## src/rtl/core/sti_pkg.sv

```systemverilog
// ----------------------------------------------------------------------------
// sti_pkg
// Shared types and constants of the sorted table interpolating lookup unit.
// ----------------------------------------------------------------------------
package sti_pkg;

   localparam int TABLE_DEPTH = 1024;
   localparam int ADDR_W      = $clog2(TABLE_DEPTH);
   localparam int ENTRY_W     = 64;

   localparam int COUNT_W     = 11;
   localparam int INDEX_W     = 10;
   localparam int WORD_W      = 32;

   localparam int DIVIDEND_W  = 64;
   localparam int DIV_STEPS   = DIVIDEND_W / 2;
   localparam int STEP_W      = $clog2(DIV_STEPS);

   localparam logic KIND_LOAD  = 1'b0;
   localparam logic KIND_QUERY = 1'b1;

   localparam logic [1:0] STATUS_LOADED = 2'd0;
   localparam logic [1:0] STATUS_VALUE  = 2'd1;
   localparam logic [1:0] STATUS_RANGE  = 2'd2;

   typedef struct packed {
      logic                     kind;
      logic [INDEX_W-1:0]       entry_index;
      logic [WORD_W-1:0]        entry_time;
      logic signed [WORD_W-1:0] entry_value;
      logic [WORD_W-1:0]        query_time;
   } req_type;

   typedef struct packed {
      logic [1:0]               status;
      logic signed [WORD_W-1:0] result_value;
   } rsp_type;

endpackage

```

## src/rtl/core/sti_div.sv

```systemverilog
// ----------------------------------------------------------------------------
// sti_div
// Unsigned 64 by 32 bit restoring divider, two quotient bits per cycle.
// ----------------------------------------------------------------------------
module sti_div (
   input  logic                             clock,
   input  logic                             reset,
   input  logic                             start,
   input  logic [sti_pkg::DIVIDEND_W-1:0]   dividend,
   input  logic [sti_pkg::WORD_W-1:0]       divisor,
   output logic                             done,
   output logic [sti_pkg::DIVIDEND_W-1:0]   quotient
);

   logic                           busy_ff, busy_in;
   logic                           done_ff, done_in;
   logic [sti_pkg::STEP_W-1:0]     cnt_ff, cnt_in;
   logic [sti_pkg::DIVIDEND_W-1:0] dvd_ff, dvd_in;
   logic [sti_pkg::DIVIDEND_W-1:0] quo_ff, quo_in;
   logic [sti_pkg::WORD_W-1:0]     rem_ff, rem_in;
   logic [sti_pkg::WORD_W-1:0]     dsr_ff, dsr_in;

   logic [sti_pkg::WORD_W:0]       t1, t2;
   logic [sti_pkg::WORD_W-1:0]     r1, r2;
   logic                           b1, b2;

   always_comb begin
      t1 = {rem_ff, dvd_ff[sti_pkg::DIVIDEND_W-1]};
      b1 = (t1 >= {1'b0, dsr_ff});
      r1 = b1 ? sti_pkg::WORD_W'(t1 - {1'b0, dsr_ff}) : t1[sti_pkg::WORD_W-1:0];
      t2 = {r1, dvd_ff[sti_pkg::DIVIDEND_W-2]};
      b2 = (t2 >= {1'b0, dsr_ff});
      r2 = b2 ? sti_pkg::WORD_W'(t2 - {1'b0, dsr_ff}) : t2[sti_pkg::WORD_W-1:0];

      busy_in = busy_ff;
      done_in = 1'b0;
      cnt_in  = cnt_ff;
      dvd_in  = dvd_ff;
      quo_in  = quo_ff;
      rem_in  = rem_ff;
      dsr_in  = dsr_ff;

      if (start) begin
         busy_in = 1'b1;
         cnt_in  = sti_pkg::STEP_W'(sti_pkg::DIV_STEPS - 1);
         dvd_in  = dividend;
         dsr_in  = divisor;
         rem_in  = '0;
         quo_in  = '0;
      end else if (busy_ff) begin
         dvd_in = {dvd_ff[sti_pkg::DIVIDEND_W-3:0], 2'b00};
         quo_in = {quo_ff[sti_pkg::DIVIDEND_W-3:0], b1, b2};
         rem_in = r2;
         if (cnt_ff == '0) begin
            busy_in = 1'b0;
            done_in = 1'b1;
         end else begin
            cnt_in = cnt_ff - 1'b1;
         end
      end
   end

   always_ff @(posedge clock) begin
      if (reset) begin
         busy_ff <= 1'b0;
         done_ff <= 1'b0;
      end else begin
         busy_ff <= busy_in;
         done_ff <= done_in;
      end
   end

   always_ff @(posedge clock) begin
      cnt_ff <= cnt_in;
      dvd_ff <= dvd_in;
      quo_ff <= quo_in;
      rem_ff <= rem_in;
      dsr_ff <= dsr_in;
   end

   assign done     = done_ff;
   assign quotient = quo_ff;

endmodule

```

## config.mk

```make
export PLATFORM = sky130hd
export DESIGN_NAME = sti_div
export DESIGN_NICKNAME = d
export VERILOG_FILES = /design/src/rtl/core/sti_pkg.sv /design/src/rtl/core/sti_div.sv
export SDC_FILE = /design/constraint.sdc
export NUM_CORES = 1
export LEC_CHECK = 0
export BUFFER_PORTS_ARGS = -buffer_cell sky130_fd_sc_hd__buf_2
export CELL_PAD_IN_SITES_DETAIL_PLACEMENT = 1
export CELL_PAD_IN_SITES_GLOBAL_PLACEMENT = 1
export CORE_MARGIN = 5
export CORE_UTILIZATION = 41
export DETAILED_ROUTE_END_ITERATION = 7
export GPL_ROUTABILITY_DRIVEN = 0
export PLACE_DENSITY = 0.78
export SLEW_MARGIN = 20
export SYNTH_ARGS = -nofsm -noshare
export SYNTH_HDL_FRONTEND = slang
export SYNTH_SLANG_ARGS = --single-unit
```

## constraint.sdc

```tcl
create_clock -name clock -period 4.7 [get_ports clock]
set_clock_uncertainty 0.05 [all_clocks]
set_input_delay 0.235 -clock clock [delete_from_list [all_inputs] [get_ports clock]]
set_output_delay 0.235 -clock clock [all_outputs]
set_load 0.01 [all_outputs]
```

==> flow_summary_export.csv <==
group,metric,value,unit
drt,drtAntennaViolNets,0,
synth,synth_cell_type_count,71,
global_route,grt_max_degree,106,
die,rows,60,
layout,final-instance-count-excl-fill,1988,
timing,rsz0062_at_grt,"yes",
drt,wl_per_cell,30.8,um
die,die_width,176,um
global_route,grt_pass1_wl,75600,um
timing,fmax,170,MHz
global_route,grt.overflow.total,0,
synth,async_flop_share,0,
timing,fin_crit_sh,1.25,
die,pin_count,164,
critical_path,endpoint_kind,"register",
clock_tree,ctsLongestPathBuffers,2,
synth,synth.area.top_cells,"edfxtp_1, dfxtp_1, ha_1",
critical_path,path_class,"register to register",
timing,fin_tns_setup,-28500,ps
hold_path,hold_path_depth,2,
global_route,antenna_found_initial,4,
hold_path,hold_path_class,"input port to register",
layout,fillers,2933,
synth,synth-edff-count,96,
timing,slew_headroom,0.190,
synth,syn_nets,1285,
drt,vias,12700,
die,core,0.0270,mm^2
drt,drt-initial-drc-count,1336,
die,dieArea,0.0309,mm^2
critical_path,crit_required,5020,ps
drt,drc,0,
clock_tree,cts_tree,"yes",
drt,via_per_inst,6.38,
critical_path,worstPathArrival,6210,ps
synth,ys.flop_type,"dfxtp_1",
power_and_ir_drop,vdd_drop_max,330,uV
clock_tree,clockRootBuffer,"clkbuf_16",
die,dieHeight,176,um
placement,port_buffers,163,
synth,netlist_area,0.0113,mm^2
synth,synthCells,1119,
timing,setup_viol,33,
timing,maxSlewViolCount,0,
timing,tightest_slew,1220,ps
synth,yosysSeqAreaShare,0.439,
synth,avgSynthCellArea,10.1,um^2
layout,nets,1799,
global_route,grt_pass1_vias,13100,
clock_tree,ctsHtreeMaxLevel,4,
clock_tree,clock-sinks,199,
drt,drt_pass1_iterations,5,
timing,finalHoldViolations,0,
layout,final_layout_size_suffix_gt1_frac,0.467,
status,status,"finished with violations",
synth,synth_seq_cells,199,
layout,area_growth,49.6,%
power_and_ir_drop,leakage,7.55,nW
synth,ys_warn_count,0,
placement,dp_hpwl,28600,um
power_and_ir_drop,power,8.24,mW
synth,synth_top_area_cell,"edfxtp_1",
synth,synth_top_area_frac,0.256,
clock_tree,path_clk_slew,90,ps
critical_path,reg2reg_depth,24,
timing,min_period,5890,ps
layout,multi_input_area,0.00674,mm^2
critical_path,critical_path_peak_fanout,9,
timing,worst_slack,-1190,ps
run,maxCapViolCount,0,
die,start_util,0.417,
critical_path,cp-start-kind,"register",
layout,seqCellArea,0.00495,mm^2
drt,routed_wl,61200,um
power_and_ir_drop,power_density,489,mW/mm^2
global_route,grt_util_all_layers,0.312,
status,violations,"setup timing",
placement,dp_cells,1855,
clock_tree,clkLatencyLatePin,490,ps
clock_tree,cts_buffers,17,
## what timing repair did
| item | CTS | global route |
|---|---|---|
| gates cloned | 1 | 1 |
| hold buffers | 33 | 0 |
| gates resized for setup | 124 | 84 |
| pin swaps | 77 | 50 |
| setup buffers | 46 | 22 |
| endpoints found under the setup margin | 33 | 33 |
| hold endpoints to repair | 34 | 0 |
## sequential cells by signal, summed over array words and instances (netlist names)
name and cells:
cnt_ff 5, quotient 64, busy_ff 1, rem_ff 32, dvd_ff 64, dsr_ff 32, done 1
## metal layers
metal	share of wire	GRT usage
met5	0.00054	0
met4	0.087	0.151
met3	0.094	0.0811
met2	0.47	0.549
met1	0.34	0.352
## cell families after synthesis
family | Yosys count | synth area share
AND/OR/NAND/NOR | 292 | 0.116
AO/OA/AOI/OAI | 250 | 0.149
flip-flops | 199 | 0.439
multiplexers | 143 | 0.134
buffers and inverters | 109 | 0.0410
adder cells (fa/ha/maj) | 67 | 0.0757
XOR/XNOR | 59 | 0.0458
## synth_stat cells, types with 4 or more instances
cell type and count:
mux2i_1 79, and2_1 4, inv_1 56, nand2_1 83
nor4_1 7, o211ai_1 7, nor2b_1 5, nor3_1 11
o31ai_1 6, dfxtp_1 103, buf_1 11, nor2_1 120
and3_1 5, nand4_1 11, nand3_1 22, o311ai_1 4
a211o_1 4, ha_1 65, a21oi_1 61, a211oi_1 21
clkbuf_1 23, nand2b_1 6, a311oi_1 5, buf_2 10
a31oi_1 11, o21a_1 7, mux2_2 64, o221ai_1 5
or2_2 7, o21bai_1 9, xnor2_1 39, o21ai_0 56
xor2_1 20, a21o_1 16, edfxtp_1 96
## cell usage in the layout (no fill, tap or decap), types with 7 or more instances in the layout
master and instances:
ha_1 47, dlygate4sd3_1 33, nand4_1 11, xnor2_1 36, edfxtp_1 96, clkbuf_16 19, xor2_1 20, dfxtp_1 102
nor2_1 115, o21bai_1 8, a211oi_1 16, mux2_2 64, inv_1 52, o21ai_0 26, a21oi_2 14, o21a_1 7
mux2i_1 72, buf_4 330, a31oi_1 9, ha_4 14, a21o_1 16, o21ai_1 15, a21oi_1 43, buf_2 162
o21ai_2 18, buf_6 16, nand3_2 9, nand3_1 13, nand2_1 76, o211ai_1 7
## power breakdown
group	internal, mW	switching, mW	total [mW]
Clock	0.792	0.843	1.63
Combinational	2.04	2.50	4.54
Sequential	1.97	0.102	2.07
Total	4.80	3.44	8.24
## critical path, stage by stage (launching register included)
cell and delay (ps):
edfxtp_1 380, inv_1 90, ha_1 240, a2111oi_0 750, buf_4 240, o2111ai_2 110
a31oi_2 210, or2_4 230, buf_4 160, buf_4 190, nand2_1 130, o21ai_1 190
ha_1 330, and3_1 270, a221oi_2 360, buf_4 210, o31ai_4 70, a21oi_2 140
buf_4 170, o21ai_2 100, a21oi_4 260, o21ai_1 170, xor2_1 260, mux2i_1 150
a211oi_1 300
## final timing paths
kind                                        startpoint                       to  slack (ps)
worst min-delay path                      dividend[56]     dvd_ff[56]$_DFFE_PP_           6
worst min register to register  cnt_ff[4]$_SDFFE_PP1P_   cnt_ff[4]$_SDFFE_PP1P_         470
worst max register to register    dsr_ff[30]$_DFFE_PP_  rem_ff[30]$_SDFFE_PP0P_       -1190
worst max-delay path              dsr_ff[30]$_DFFE_PP_  rem_ff[30]$_SDFFE_PP0P_       -1190
## through the flow
| step | instance area (um^2) | util | setup WS, ps | hold slack [ps] |
|---|---|---|---|---|
| 6_report | 16900 | 0.624 | -1190 | 5.77 |
| 4_1_cts | 16200 | 0.601 | -339 | 20.1 |
| 2_1_floorplan | 11300 | - | 13.8 | 257 |
| 3_3_place_gp | 14500 | 0.535 | -668 | 353 |
| 3_5_place_dp | 14500 | 0.535 | -884 | 360 |
| 5_1_grt | 16900 | 0.624 | -1400 | -3.40 |
## area by class of cell
type,count,area share
multi-input combinational,811,0.400
inverter,57,0.0127
tap,341,0.0253
timing repair buffer,547,0.233
sequential,199,0.293
clock inverter,10,0.00608
antenna,1,0.000148
clock buffer,22,0.0300
Power figures use the tool's default switching activity.
